`config.mk`:
```
export PLATFORM = sky130hd
export DESIGN_NAME = text_console_cursor_engine
export DESIGN_NICKNAME = d
export VERILOG_FILES = /design/src/rtl/tcce_pkg.sv /design/src/rtl/text_console_cursor_engine.sv
export SDC_FILE = /design/constraint.sdc
export NUM_CORES = 1
export LEC_CHECK = 0
export BUFFER_PORTS_ARGS = -buffer_cell sky130_fd_sc_hd__buf_2
export CORE_ASPECT_RATIO = 1.75
export CORE_MARGIN = 3
export CORE_UTILIZATION = 35
export DETAILED_ROUTE_END_ITERATION = 10
export MAX_ROUTING_LAYER = met4
export PLACE_DENSITY = 0.54
export SLEW_MARGIN = 20
export SYNTH_ARGS = -nofsm -noshare
export SYNTH_HDL_FRONTEND = slang
export SYNTH_SLANG_ARGS = --single-unit
```
`constraint.sdc`:
```
create_clock -name clock -period 10.1 [get_ports clock]
set_clock_uncertainty 0.1 [all_clocks]
set_input_delay 0.505 -clock clock [delete_from_list [all_inputs] [get_ports clock]]
set_output_delay 0.505 -clock clock [all_outputs]
set_load 0.05 [all_outputs]
```
`src/rtl/tcce_pkg.sv`:
```
`timescale 1ns / 1ps
`default_nettype none
// ----------------------------------------------------------------------------
// tcce_pkg
// Shared types and constants for the text console cursor engine: request
// kinds, screen command codes, character codes and the result item layout.
// ----------------------------------------------------------------------------
package tcce_pkg;

   // Field widths of the request and result items
   localparam int unsigned REQ_TYPE_W    = 1;
   localparam int unsigned CHAR_W        = 8;
   localparam int unsigned CMD_W         = 2;
   localparam int unsigned CELL_COL_W    = 7;
   localparam int unsigned CELL_ROW_W    = 5;
   localparam int unsigned CURSOR_CELL_W = 11;

   // Request kinds
   localparam logic [REQ_TYPE_W-1:0] REQ_PUT       = 1'b0;
   localparam logic [REQ_TYPE_W-1:0] REQ_BACKSPACE = 1'b1;

   // Screen commands
   localparam logic [CMD_W-1:0] CMD_DRAW   = 2'd0;
   localparam logic [CMD_W-1:0] CMD_SCROLL = 2'd1;
   localparam logic [CMD_W-1:0] CMD_CLEAR  = 2'd2;

   // Character codes
   localparam logic [CHAR_W-1:0] CHAR_NUL      = 8'h00;
   localparam logic [CHAR_W-1:0] CHAR_NEWLINE  = 8'h0A;
   localparam logic [CHAR_W-1:0] CHAR_SPACE    = 8'h20;
   localparam logic [CHAR_W-1:0] CHAR_QUERY    = 8'h3F;
   localparam logic [CHAR_W-1:0] CHAR_PRINT_LO = 8'h20;
   localparam logic [CHAR_W-1:0] CHAR_PRINT_HI = 8'h7F;

   // One screen command item
   typedef struct packed {
      logic [CMD_W-1:0]         cmd;
      logic [CHAR_W-1:0]        cell_char;
      logic [CELL_COL_W-1:0]    cell_col;
      logic [CELL_ROW_W-1:0]    cell_row;
      logic [CURSOR_CELL_W-1:0] cursor_cell;
      logic                     last;
   } rsp_item_type;

endpackage : tcce_pkg
`default_nettype wire

```
`src/rtl/text_console_cursor_engine.sv`:
```
`timescale 1ns / 1ps
`default_nettype none
// ----------------------------------------------------------------------------
// text_console_cursor_engine
// Keeps a text-screen cursor and turns put-character and backspace items into
// draw, scroll and clear-row screen commands.
//
//  channel | dir | tdata                          | tuser        | tlast
//  req_    | in  | char_code                      | req_type     | -
//  rsp_    | out | cell_char, cell_col, cell_row, | cmd          | last
//          |     | cursor_cell                    |              |
//
// An item causing one command lets a new item in as its result is taken;
// newline on the last row and a character at the bottom-right cell cause two,
// and no new item is taken while the second command waits behind the first.
// The cursor is updated in the cycle an item is accepted; results wait in a
// result register plus one second-command register.
// Reset (synchronous) puts the cursor at (0,0) and empties both registers.
// req_tready drops while a second command is pending or a result is stalled.
// ----------------------------------------------------------------------------
module text_console_cursor_engine
   import tcce_pkg::*;
#(
   parameter int unsigned SCREEN_COLS = 80,
   parameter int unsigned SCREEN_ROWS = 25
) (
   input  wire logic        clock,
   input  wire logic        reset,
   // request channel
   input  wire logic        req_tvalid,
   output logic             req_tready,
   input  wire logic [7:0]  req_tdata,   // [7:0] char_code
   input  wire logic [0:0]  req_tuser,   // [0] req_type
   // result channel
   output logic             rsp_tvalid,
   input  wire logic        rsp_tready,
   output logic [31:0]      rsp_tdata,   // [7:0] cell_char, [14:8] cell_col,
                                         // [19:15] cell_row, [30:20] cursor_cell,
                                         // [31] zero
   output logic [1:0]       rsp_tuser,   // [1:0] cmd
   output logic             rsp_tlast
);

   localparam int unsigned COL_W  = $clog2(SCREEN_COLS);
   localparam int unsigned ROW_W  = $clog2(SCREEN_ROWS);
   localparam int unsigned PROD_W = COL_W + ROW_W;

   localparam logic [COL_W-1:0]  LAST_COL   = COL_W'(SCREEN_COLS - 1);
   localparam logic [ROW_W-1:0]  LAST_ROW   = ROW_W'(SCREEN_ROWS - 1);
   localparam logic [PROD_W-1:0] COLS_CONST = PROD_W'(SCREEN_COLS);

   // cursor state
   logic [COL_W-1:0] cur_col_ff, cur_col_in;
   logic [ROW_W-1:0] cur_row_ff, cur_row_in;

   // result register and second-command register
   logic         rsp_valid_ff,  rsp_valid_in;
   rsp_item_type rsp_item_ff,   rsp_item_in;
   logic         pend_valid_ff, pend_valid_in;
   rsp_item_type pend_item_ff,  pend_item_in;

   logic         take;
   logic         pop;
   logic [CHAR_W-1:0] mapped_char;
   logic [PROD_W-1:0] cell_lin;
   logic         two_cmds;
   rsp_item_type first_item;
   rsp_item_type second_item;

   // handshake
   assign req_tready = !pend_valid_ff && (!rsp_valid_ff || rsp_tready);
   assign take       = req_tvalid && req_tready;
   assign pop        = rsp_valid_ff && rsp_tready;

   // printable mapping: NUL and 32..127 pass, the rest shows as '?'
   always_comb begin
      if (req_tdata != CHAR_NUL &&
          (req_tdata < CHAR_PRINT_LO || req_tdata > CHAR_PRINT_HI)) begin
         mapped_char = CHAR_QUERY;
      end else begin
         mapped_char = req_tdata;
      end
   end

   // next cursor and the commands of this item
   always_comb begin
      cur_col_in  = cur_col_ff;
      cur_row_in  = cur_row_ff;
      two_cmds    = 1'b0;
      first_item  = '0;
      second_item = '0;

      priority if (req_tuser[0] == REQ_BACKSPACE) begin
         // step back, wrap to previous row end, saturate at top-left
         if (cur_col_ff == '0) begin
            if (cur_row_ff != '0) begin
               cur_row_in = cur_row_ff - 1'b1;
               cur_col_in = LAST_COL;
            end
         end else begin
            cur_col_in = cur_col_ff - 1'b1;
         end
         first_item.cmd       = CMD_DRAW;
         first_item.cell_char = CHAR_SPACE;
         first_item.cell_col  = CELL_COL_W'(cur_col_in);
         first_item.cell_row  = CELL_ROW_W'(cur_row_in);
      end else if (req_tdata == CHAR_NEWLINE) begin
         // newline: scroll on last row, then clear the new row
         cur_col_in = '0;
         if (cur_row_ff >= LAST_ROW) begin
            cur_row_in          = LAST_ROW;
            two_cmds            = 1'b1;
            first_item.cmd      = CMD_SCROLL;
            second_item.cmd     = CMD_CLEAR;
            second_item.cell_row = CELL_ROW_W'(LAST_ROW);
         end else begin
            cur_row_in          = cur_row_ff + 1'b1;
            first_item.cmd      = CMD_CLEAR;
            first_item.cell_row = CELL_ROW_W'(cur_row_in);
         end
      end else begin
         // draw at cursor, then advance with wrap and scroll
         first_item.cmd       = CMD_DRAW;
         first_item.cell_char = mapped_char;
         first_item.cell_col  = CELL_COL_W'(cur_col_ff);
         first_item.cell_row  = CELL_ROW_W'(cur_row_ff);
         if (cur_col_ff >= LAST_COL) begin
            cur_col_in = '0;
            if (cur_row_ff >= LAST_ROW) begin
               cur_row_in      = LAST_ROW;
               two_cmds        = 1'b1;
               second_item.cmd = CMD_SCROLL;
            end else begin
               cur_row_in = cur_row_ff + 1'b1;
            end
         end else begin
            cur_col_in = cur_col_ff + 1'b1;
         end
      end

      // linear cursor cell after the step, on every command
      cell_lin = PROD_W'(cur_row_in) * COLS_CONST + PROD_W'(cur_col_in);
      first_item.cursor_cell  = CURSOR_CELL_W'(cell_lin);
      second_item.cursor_cell = CURSOR_CELL_W'(cell_lin);
      first_item.last         = !two_cmds;
      second_item.last        = 1'b1;
   end

   // result register steering
   always_comb begin
      rsp_valid_in  = rsp_valid_ff;
      rsp_item_in   = rsp_item_ff;
      pend_valid_in = pend_valid_ff;
      pend_item_in  = pend_item_ff;
      priority if (take) begin
         rsp_valid_in  = 1'b1;
         rsp_item_in   = first_item;
         pend_valid_in = two_cmds;
         pend_item_in  = second_item;
      end else if (pop) begin
         rsp_valid_in  = pend_valid_ff;
         rsp_item_in   = pend_item_ff;
         pend_valid_in = 1'b0;
      end
   end

   // control registers
   always_ff @(posedge clock) begin
      if (reset) begin
         cur_col_ff    <= '0;
         cur_row_ff    <= '0;
         rsp_valid_ff  <= 1'b0;
         pend_valid_ff <= 1'b0;
      end else begin
         if (take) begin
            cur_col_ff <= cur_col_in;
            cur_row_ff <= cur_row_in;
         end
         rsp_valid_ff  <= rsp_valid_in;
         pend_valid_ff <= pend_valid_in;
      end
   end

   // payload registers
   always_ff @(posedge clock) begin
      rsp_item_ff  <= rsp_item_in;
      pend_item_ff <= pend_item_in;
   end

   // output packing
   assign rsp_tvalid = rsp_valid_ff;
   assign rsp_tuser  = rsp_item_ff.cmd;
   assign rsp_tlast  = rsp_item_ff.last;
   assign rsp_tdata  = {1'b0, rsp_item_ff.cursor_cell, rsp_item_ff.cell_row,
                        rsp_item_ff.cell_col, rsp_item_ff.cell_char};

`ifndef ASSERT_OFF
   // a pending second command always sits behind a shown first one
   a_pend_behind_rsp: assert property (@(posedge clock) disable iff (reset)
      pend_valid_ff |-> rsp_valid_ff)
      else $error("second command pending with empty result register");

   // a non-final command always has its successor waiting
   a_not_last_has_pend: assert property (@(posedge clock) disable iff (reset)
      (rsp_valid_ff && !rsp_item_ff.last) |-> pend_valid_ff)
      else $error("non-final command without a following one");

   // cursor never leaves the screen
   a_cursor_range: assert property (@(posedge clock) disable iff (reset)
      (cur_col_ff <= LAST_COL) && (cur_row_ff <= LAST_ROW))
      else $error("cursor outside screen");

   // a backspace shows a single space draw next
   a_backspace_draw: assert property (@(posedge clock) disable iff (reset)
      (take && req_tuser[0] == REQ_BACKSPACE) |=>
         (rsp_valid_ff && rsp_item_ff.cmd == CMD_DRAW &&
          rsp_item_ff.cell_char == CHAR_SPACE && rsp_item_ff.last && !pend_valid_ff))
      else $error("backspace did not produce a single space draw");
`endif

endmodule : text_console_cursor_engine
`default_nettype wire
```
==> results.py, run 1 <==
metrics = {
    "run_status": {
        "status": "finished clean",
    },
    "place": {
        "dpl_cell_area_um2": 3960,
        "dpl.cell_count": 520,
        "post-place-ws_ns": 5.47,
        "portBuffers": 48,
        "dp_hpwl_um": 6620,
        "place.gp.congestion": 0.920,
    },
    "die": {
        "start_util_pct": 36.6,
        "coreArea_um2": 10000,
        "die_h_um": 141,
        "ios": 50,
        "die_w_um": 83.4,
        "rows": 48,
        "die_area_um2": 11800,
    },
    "clocking": {
        "cts_hold_buf": 0,
        "h-tree-depth": 3,
        "cts_inserted_buffers": 9,
        "cts_tree": "built",
        "cts_setup_buffers": 0,
        "path_clk_slew_ns": 0.05,
        "insertion_delay_ns": 0.33,
        "clock_path_buffers": 2,
        "clock_sinks": 61,
        "cts_root_buffer": "clkbuf_16",
        "cts_resized": 0,
    },
    "setup_path": {
        "cp.arrival_ns": 4.55,
        "path_class": "register to register",
        "start_kind": "register",
        "worstPathMaxFanout": 8,
        "end_kind": "register",
        "worstPathRequired_ns": 10.05,
    },
    "detailed_routing": {
        "ant_nets": 0,
        "drc": 0,
        "wire_per_inst_um": 16.8,
        "first_pass_iters": 6,
        "wirelength_um": 9010,
        "viasPerCell": 5.49,
        "drt_iter0_markers": 286,
        "vias": 2942,
    },
    "power": {
        "p_per_area_nw_per_um2": 199,
        "vdd_drop_max_v": 0.0000918,
        "leakagePower_nw": 1.70,
    },
    "global_routing": {
        "track_usage_pct": 15.9,
        "grt_pass1_vias": 2902,
        "overflow": 0,
        "grt_pass1_wl_um": 14400,
        "grt_max_degree": 48,
        "antenna_found_initial": 0,
    },
    "sta": {
        "fmax_ghz": 0.217,
        "period_needed_ns": 4.60,
        "fin_crit_sh_pct": 45.6,
        "relSlewSlack_pct": 52.7,
        "tightestPinTransition_ns": 0.698,
        "setup_viol": 0,
        "fin_tns_setup_ns": 0,
        "setup_ws_ns": 5.50,
        "hold_viol_final": 0,
        "whs_ns": 0.350,
        "grt_setup_unrepaired": "no",
        "maxSlewViolCount": 0,
    },
    "synthesis": {
        "synthArstFlopShare_pct": 0,
        "syn_area_um2": 3670,
        "synth.most_common_cell": "edfxtp_1",
        "yosys_warnings": 0,
        "avgSynthCellArea_um2": 10.0,
        "ys.flop_type": "edfxtp_1",
        "synth_top_area_share_pct": 38.5,
        "seq_area_frac_synth_pct": 46.1,
        "synth_edf_count": 47,
        "yosys_register_bits": 61,
        "synthCells": 366,
        "netlist_top_cells_area": "edfxtp_1, dfxtp_1, ha_1",
        "synth_common_cells": "edfxtp_1, nand2_1, nor2_1, a21oi_1, ha_1",
        "synth.largest_area_cell": "edfxtp_1",
        "synth_cell_types": 67,
    },
    "finish": {
        "area_delta_synth_final_pct": 15.2,
        "finalNonFillerCells": 536,
        "nets": 436,
        "final_area_um2": 4230,
        "n_antenna_cell": 0,
        "drive_gt1_share_pct": 21.4,
    },
    "flow_run": {
        "maxCapViolations": 0,
    },
    "min_path": {
        "hp-class": "input port to register",
    },
}
==> placed cells by master, fill, tap and decap left out, drive strengths merged, types with 4 or more instances in the layout <==
| cell | instances |
|---|---|
| clkbuf | 11 |
| a211o | 4 |
| a21o | 5 |
| nor2 | 46 |
| inv | 13 |
| xnor2 | 9 |
| nand2 | 46 |
| buf | 50 |
| o31ai | 5 |
| a311oi | 5 |
| nor3 | 12 |
| ha | 15 |
| a211oi | 6 |
| or2 | 4 |
| edfxtp | 47 |
| dfxtp | 14 |
| mux2 | 5 |
| a21oi | 25 |
| o21ai | 9 |
| nand3 | 8 |
| a31oi | 5 |
| a221oi | 4 |
| clkinv | 5 |
| nor3b | 4 |
==> final timing paths <==
check	from	end	slack, ns	cells past startpoint
worst min register to register	pend_valid_ff	pend_valid_ff	0.40	2
worst max register to register	cur_col_ff[0]	rsp_tdata[30]	5.50	15
worst min-delay path	req_tvalid	rsp_tvalid	0.35	3
worst max-delay path	cur_col_ff[0]	rsp_tdata[30]	5.50	15
==> layer usage <==
metal | share of wire [%] | routed length, um | track usage, %
met1 | 39 | 3490 | 16.3
met2 | 52 | 4640 | 27.8
met3 | 5.4 | 490 | 2.85
met4 | 4.3 | 384 | 9.73
met5 | 0 | 0 | -
==> layout make-up <==
class                   instances  area (um^2)
flip-flops and latches         61         1690
repair buffers                 50          255
well taps                     125          156
multi-input cells             270         1800
clock buffers                  11          243
inverters                      14         52.6
clock inverters                 5         26.3
fillers                       991         5800
==> cells by family (layout without fill, tap and decap cells) <==
group / after synthesis / after routing / share of synthesized area [%]
muxes: 7 / 7 / 2.08
DFF: 61 / 61 / 46.1
xor gates and xnor gates: 12 / 12 / 2.86
and+or+nand+nor: 140 / 140 / 18.7
buffers and inverters: 36 / 80 / 4.91
other: 1 / 2 / 0.102
AOI/OAI and AO/OA: 92 / 92 / 19.1
adders and majority gates: 17 / 17 / 6.21
==> metrics by stage <==
| stage | total power [W] | util (%) |
|---|---|---|
| 5_1_grt | 0.000880 | 42.1 |
| 2_1_floorplan | 0.000520 | - |
| 6_report | 0.000840 | 42.1 |
| 3_3_place_gp | 0.000573 | 39.5 |
| 4_1_cts | 0.000851 | 42.1 |
| 3_5_place_dp | 0.000575 | 39.5 |
==> sequential cells by signal, indices dropped and copies added, names as in the netlist <==
register	count
pend_item_ff	13
rsp_tvalid	1
cur_col_ff	7
rsp_tuser	2
cur_row_ff	5
pend_valid_ff	1
rsp_tdata	31
rsp_tlast	1
==> power by group <==
group	switching (W)	total [W]	internal, W
registers	0.0000180	0.000329	0.000311
clock network	0.000102	0.000272	0.000170
logic	0.000167	0.000239	0.0000728
==> worst max-delay path, stage by stage, from the launching register on <==
cell      delay [ns]
dfxtp_1         0.38
inv_1           0.25
ha_1            0.22
nor4b_4         0.48
nand3_1         0.17
mux2i_1         0.18
a21oi_1         0.26
nand2_1         0.13
ha_1            0.32
ha_1            0.23
fa_1            0.56
nand2_1         0.12
o311a_1         0.30
a221oi_1        0.32
a211o_1         0.20
a31oi_1         0.08
(Power assumes the default switching activity.)
==> run 2: changes to the inputs <==
--- a/config.mk
+++ b/config.mk
@@ -5,6 +5,7 @@
 export SDC_FILE = /design/constraint.sdc
 export NUM_CORES = 1
 export LEC_CHECK = 0
+export ABC_AREA = 1
 export BUFFER_PORTS_ARGS = -buffer_cell sky130_fd_sc_hd__buf_2
 export CORE_ASPECT_RATIO = 1.75
 export CORE_MARGIN = 3
==> constraint.sdc (replaced) <==
create_clock -name clock -period 4.3 [get_ports clock]
set_clock_uncertainty 0.1 [all_clocks]
set_input_delay 0.215 -clock clock [delete_from_list [all_inputs] [get_ports clock]]
set_output_delay 0.215 -clock clock [all_outputs]
set_load 0.05 [all_outputs]
==> results.py, run 2 <==
metrics = {
    "finish": {
        "finalNonFillerCells": 592,
        "nets": 492,
        "final_cell_mix": "nand2_1, buf_2, edfxtp_1, inv_1, nand3_1",
        "layout_commonest_cell": "nand2_1",
        "n_antenna_cell": 0,
        "fin_util_pct": 42.9,
        "largest_reg_flops": 31,
        "drive_gt1_share_pct": 22.3,
        "area_delta_synth_final_pct": 18.0,
    },
    "detailed_routing": {
        "ant_nets": 0,
        "wire_per_inst_um": 14.7,
        "wirelength_um": 8680,
        "drc": 0,
        "first_pass_iters": 4,
        "drt_iter0_markers": 169,
        "viasPerCell": 4.89,
        "vias": 2893,
    },
    "global_routing": {
        "met3_usage_pct": 4.18,
        "grt_use_met1_pct": 16.9,
        "busiest_layer": "met2",
        "grt_max_degree": 43,
        "track_usage_pct": 15.9,
        "antenna_found_initial": 0,
        "overflow": 0,
        "grt_pass1_wl_um": 14200,
        "grt_pass1_vias": 2779,
        "met2_usage_pct": 27.6,
    },
    "clocking": {
        "clock_path_buffers": 2,
        "cts_root_buffer": "clkbuf_16",
        "clock_sinks": 61,
        "cts_hold_buf": 0,
        "h-tree-depth": 3,
        "cts_inserted_buffers": 9,
        "path_clk_slew_ns": 0.05,
        "cts_setup_buffers": 0,
        "insertion_delay_ns": 0.33,
        "cts_resized": 0,
        "cts_tree": "built",
    },
    "min_path": {
        "hold_path_depth": 2,
        "min_from": "req_tdata[7]",
        "holdPathEnd": "rsp_tdata[6]",
        "hp-class": "input port to register",
    },
    "synthesis": {
        "synth_common_cells": "nand2_1, edfxtp_1, inv_1, nand3_1, a21oi_1",
        "seq_area_frac_synth_pct": 46.7,
        "syn_area_um2": 3620,
        "synth_compound_area_share_pct": 10.3,
        "synthSimpleGateAreaFrac_pct": 25.6,
        "synth.largest_area_cell": "edfxtp_1",
        "synth_top_family_by_area": "simple AND/OR/NAND/NOR gates",
        "synth_xor_area_share_pct": 2.90,
        "avgSynthCellArea_um2": 8.72,
        "ys.flop_type": "edfxtp_1",
        "synth_cell_types": 38,
        "synth_fa_ha_area_share_pct": 6.29,
        "synth_mux_area_share_pct": 0,
        "synthArstFlopShare_pct": 0,
        "synth.most_common_cell": "nand2_1",
        "synth_top_area_share_pct": 39.0,
        "synthCells": 415,
        "yosys_warnings": 0,
        "netlist_top_cells_area": "edfxtp_1, nand2_1, dfxtp_1",
        "yosys_register_bits": 61,
        "synth_edf_count": 47,
    },
    "flow_run": {
        "maxCapViolations": 0,
    },
    "die": {
        "die_w_um": 82.9,
        "die_h_um": 141,
        "ios": 50,
        "rows": 48,
        "die_area_um2": 11600,
        "coreArea_um2": 9970,
        "start_util_pct": 36.3,
    },
    "setup_path": {
        "critPathBufInv": 1,
        "crit_chain": "ha_1, nand3_2, nand2_1, inv_1, nand2_1, nand2_2, nand2_4, nand2_1, o21ai_1, nand2_1, ha_1, ha_1, fa_1, xnor2_1, nor2_1, nand2_1, nand2_1, nand2_1, nand3_1, nand3_1, nand2_1",
        "end_kind": "register",
        "cp_common_cell": "nand2_1",
        "crit_path_max_incr_delay_ns": 0.49,
        "cp.arrival_ns": 3.66,
        "slowest_stage": "dfxtp_1",
        "r2r-start": "cur_col_ff[0]",
        "cp_top_family": "simple AND/OR/NAND/NOR gates",
        "rrSetupSlack_ns": 0.62,
        "worstPathRequired_ns": 4.28,
        "reg2reg_depth": 21,
        "start_kind": "register",
        "worstPathMaxFanout": 8,
        "r2r_end": "rsp_tdata[30]",
        "path_class": "register to register",
    },
    "power": {
        "p_per_area_nw_per_um2": 506,
        "vdd_drop_max_v": 0.000221,
        "design_power_total_w": 0.00216,
        "leakagePower_nw": 2.01,
    },
    "place": {
        "dp_hpwl_um": 6440,
        "place.gp.congestion": 0.885,
        "portBuffers": 48,
        "dpl.cell_count": 575,
        "post-place-ws_ns": 0.601,
    },
    "sta": {
        "setup_viol": 0,
        "period_needed_ns": 3.68,
        "tightestPinTransition_ns": 0.758,
        "fin_crit_sh_pct": 85.7,
        "hold_viol_final": 0,
        "fmax_ghz": 0.271,
        "maxSlewViolCount": 0,
        "setup_ws_ns": 0.617,
        "grt_setup_unrepaired": "no",
        "relSlewSlack_pct": 49.4,
        "fin_tns_setup_ns": 0,
    },
    "run_status": {
        "status": "finished clean",
    },
}
[run 2: changes by cell type after synthesis, moves of 8 or more]
cell     previous run  this run
nor2_1             45        23
xnor2_1             9         1
o21ai_0             6        16
nand2_2             0        13
inv_1              13        45
nand3_1             8        26
nand2_1            45       110
xor2_1              3        11
nor3_1             12         4
[run 2: worst max-delay path by stage]
stage                       start             to  slack (ns)  cells past startpoint
floorplan              rsp_tvalid   rsp_tdata[0]        0.52                      2
global placement    cur_col_ff[0]  rsp_tdata[30]        0.67                     21
detailed placement  cur_col_ff[0]  rsp_tdata[30]        0.60                     21
CTS                 cur_col_ff[0]  rsp_tdata[30]        0.58                     21
global route        cur_col_ff[0]  rsp_tdata[30]        0.30                     22
finish              cur_col_ff[0]  rsp_tdata[30]        0.62                     21
[run 2: logic make-up (layout without fill, tap and decap cells)]
kind of cell | count (synthesis) | after routing
AND/OR/NAND/NOR | 194 | 194
buffers and inverters | 66 | 117
AO/OA/AOI/OAI | 64 | 64
flip-flops | 61 | 61
adder cells (fa/ha/maj) | 17 | 17
XOR/XNOR | 12 | 12
other | 1 | 2
[run 2: routing by layer]
| layer | routed length (um) | share of wire [%] |
|---|---|---|
| met1 | 3430 | 40 |
| met2 | 4600 | 53 |
| met5 | 0 | 0 |
| met3 | 385 | 4.4 |
| met4 | 262 | 3.0 |
[run 2: per-stage QoR]
step	cell area (um^2)	hold slack, ns
2_1_floorplan	3620	0.261
3_3_place_gp	3950	0.396
3_5_place_dp	3950	0.407
4_1_cts	4250	0.0964
5_1_grt	4270	0.0956
6_report	4270	0.101
[run 2: layout make-up]
cell class / instances / area, um^2
Fill cell: 1022 / 5700
Sequential cell: 61 / 1690
Multi-Input combinational cell: 289 / 1660
Timing Repair Buffer: 50 / 275
Clock buffer: 11 / 243
Inverter: 51 / 196
Tap cell: 125 / 156
Clock inverter: 5 / 51.3
[run 2: report_power, final]
group          internal [W]  switching (W)
clock              0.000460       0.000259
combinational      0.000185       0.000468
sequential         0.000749      0.0000427
total               0.00139       0.000769
==> run 3: changes to the inputs <==
--- a/config.mk
+++ b/config.mk
@@ -13,7 +13,6 @@
 export DETAILED_ROUTE_END_ITERATION = 10
 export MAX_ROUTING_LAYER = met4
 export PLACE_DENSITY = 0.54
-export SLEW_MARGIN = 20
 export SYNTH_ARGS = -nofsm -noshare
 export SYNTH_HDL_FRONTEND = slang
 export SYNTH_SLANG_ARGS = --single-unit
==> constraint.sdc (replaced) <==
create_clock -name clock -period 3.7 [get_ports clock]
set_clock_uncertainty 0.1 [all_clocks]
set_input_delay 0.185 -clock clock [delete_from_list [all_inputs] [get_ports clock]]
set_output_delay 0.185 -clock clock [all_outputs]
set_load 0.05 [all_outputs]
==> results.py, run 3 (same netlist as run 2, synthesis figures left out) <==
metrics = {
    "global_routing": {
        "antenna_found_initial": 0,
        "grt_pass1_wl_um": 14400,
        "overflow": 0,
        "grt_pass1_vias": 2891,
        "track_usage_pct": 16.1,
        "grt_max_degree": 43,
    },
    "clocking": {
        "clock_sinks": 61,
        "h-tree-depth": 3,
        "cts_inserted_buffers": 9,
        "path_clk_slew_ns": 0.05,
        "insertion_delay_ns": 0.33,
        "cts_root_buffer": "clkbuf_16",
        "cts_tree": "built",
        "cts_hold_buf": 0,
        "clock_path_buffers": 2,
    },
    "die": {
        "coreArea_um2": 9970,
        "rows": 48,
        "die_area_um2": 11600,
        "die_w_um": 82.9,
        "ios": 50,
        "die_h_um": 141,
        "start_util_pct": 36.3,
    },
    "sta": {
        "setup_viol": 0,
        "period_needed_ns": 3.46,
        "tightestPinTransition_ns": 1.12,
        "setup_ws_ns": 0.243,
        "fmax_ghz": 0.289,
        "fin_crit_sh_pct": 93.4,
        "relSlewSlack_pct": 25.2,
        "whs_ns": 0.0894,
        "hold_viol_final": 0,
        "maxSlewViolCount": 0,
    },
    "setup_path": {
        "reg2reg_depth": 21,
        "end_kind": "register",
        "cp_top_family": "adder cells",
        "slowest_stage": "fa_2",
        "worstPathMaxFanout": 7,
        "startpoint": "cur_col_ff[1]",
        "r2r-start": "cur_col_ff[1]",
        "cp-endpoint": "rsp_tdata[30]",
        "r2r_end": "rsp_tdata[30]",
        "cp.arrival_ns": 3.44,
        "cp_common_cell": "nand2_1",
        "crit_chain": "inv_1, ha_2, nand2_4, nor2_8, inv_6, nor2_4, nor2_4, nand3_2, nand3_1, ha_1, ha_1, fa_2, nand2_1, inv_1, nand2_1, nand2_1, nand2_1, inv_1, nand2_1, nand3_1, nand2_1",
        "crit_path_max_incr_delay_ns": 0.56,
        "worstPathRequired_ns": 3.68,
        "rrSetupSlack_ns": 0.24,
        "critPathBufInv": 4,
        "start_kind": "register",
        "path_class": "register to register",
        "worst-path-stages": 21,
    },
    "min_path": {
        "hp-class": "input port to register",
    },
    "power": {
        "power_frac_comb_pct": 31.7,
        "vdd_drop_max_v": 0.000258,
        "leakagePower_nw": 2.04,
        "switching_share_pct": 36.6,
        "seq_power_share_pct": 37.1,
        "clkPwrFrac_pct": 31.3,
        "switchingPower_w": 0.000909,
        "internal_power_w": 0.00157,
        "p_per_area_nw_per_um2": 573,
    },
    "place": {
        "dp_hpwl_um": 6270,
        "place.gp.congestion": 0.895,
        "post-place-ws_ns": 0.108,
        "portBuffers": 48,
    },
    "finish": {
        "final_cell_mix": "nand2_1, buf_2, edfxtp_1, inv_1, nand3_1",
        "n_antenna_cell": 0,
        "layout_commonest_cell": "nand2_1",
        "fin_util_pct": 43.4,
        "largest_reg_flops": 31,
        "drive_gt1_share_pct": 26.5,
        "area_delta_synth_final_pct": 19.6,
        "nets": 500,
    },
    "run_status": {
        "status": "finished clean",
    },
    "detailed_routing": {
        "wirelength_um": 8790,
        "vias": 2991,
        "viasPerCell": 4.99,
        "drt_iter0_markers": 139,
        "wire_per_inst_um": 14.6,
        "first_pass_iters": 4,
        "ant_nets": 0,
        "drc": 0,
    },
    "flow_run": {
        "maxCapViolations": 0,
    },
}
## run 3: layout make-up
cell class	instances	area (um^2)
clock inverter	6	38.8
clock buffer	10	239
tap	125	156
sequential	61	1700
multi-input combinational	289	1680
fill	1014	5640
timing repair buffer	58	315
inverter	51	196
## run 3: power groups by stage
| stage | sequential, W | combinational [W] | clock [W] |
|---|---|---|---|
| 6_report | 0.000919 | 0.000786 | 0.000775 |
| 5_1_grt | 0.000931 | 0.000873 | 0.000823 |
| 4_1_cts | 0.000919 | 0.000769 | 0.000796 |
| 3_5_place_dp | 0.000932 | 0.000763 | 0 |
| 3_3_place_gp | 0.000930 | 0.000758 | 0 |
| 2_1_floorplan | 0.00110 | 0.000426 | 0 |
## run 3: per-layer routing
metal  global-route usage, %  vias up  part of all wire [%]
li1                        -     1481                     -
met4                    6.29        0                   1.4
met5                       -        -                     0
met2                    28.8       87                    54
met3                    3.65       15                   4.4
met1                    17.0     1408                    40
## run 3: per-stage QoR
step	total power, W	TNS [ns]	instances	area, um^2
6_report	0.00248	0	600	4330
5_1_grt	0.00263	-0.00678	600	4330
2_1_floorplan	0.00153	0	416	3620
3_5_place_dp	0.00170	0	580	3990
3_3_place_gp	0.00169	0	580	3990
4_1_cts	0.00248	0	596	4270
## run 3: worst min path at each step
stage          depth (start not counted)  slack, ns       endpoint         start
4_1_cts                                3       0.08   rsp_tdata[1]  req_tdata[1]
3_5_place_dp                           2       0.39     rsp_tvalid    rsp_tvalid
3_3_place_gp                           2       0.39     rsp_tvalid    rsp_tvalid
6_report                               2       0.09   rsp_tdata[6]  req_tdata[7]
2_1_floorplan                          3       0.23  cur_row_ff[2]         reset
5_1_grt                                2       0.09   rsp_tdata[6]  req_tdata[7]
## run 3: worst reg2reg max path, stage by stage (launching register included)
cell	delay [ns]
dfxtp_4	0.36
inv_1	0.14
ha_2	0.23
nand2_4	0.07
nor2_8	0.17
inv_6	0.07
nor2_4	0.13
nor2_4	0.07
nand3_2	0.09
nand3_1	0.11
ha_1	0.31
ha_1	0.23
fa_2	0.56
nand2_1	0.05
inv_1	0.09
nand2_1	0.06
nand2_1	0.06
nand2_1	0.06
inv_1	0.05
nand2_1	0.06
nand3_1	0.07
nand2_1	0.05
## run 3: repair_timing
action / in CTS / in global routing
resized for setup: 0 / 13
endpoints found under the setup margin: 0 / 3
setup buffers: 0 / 4
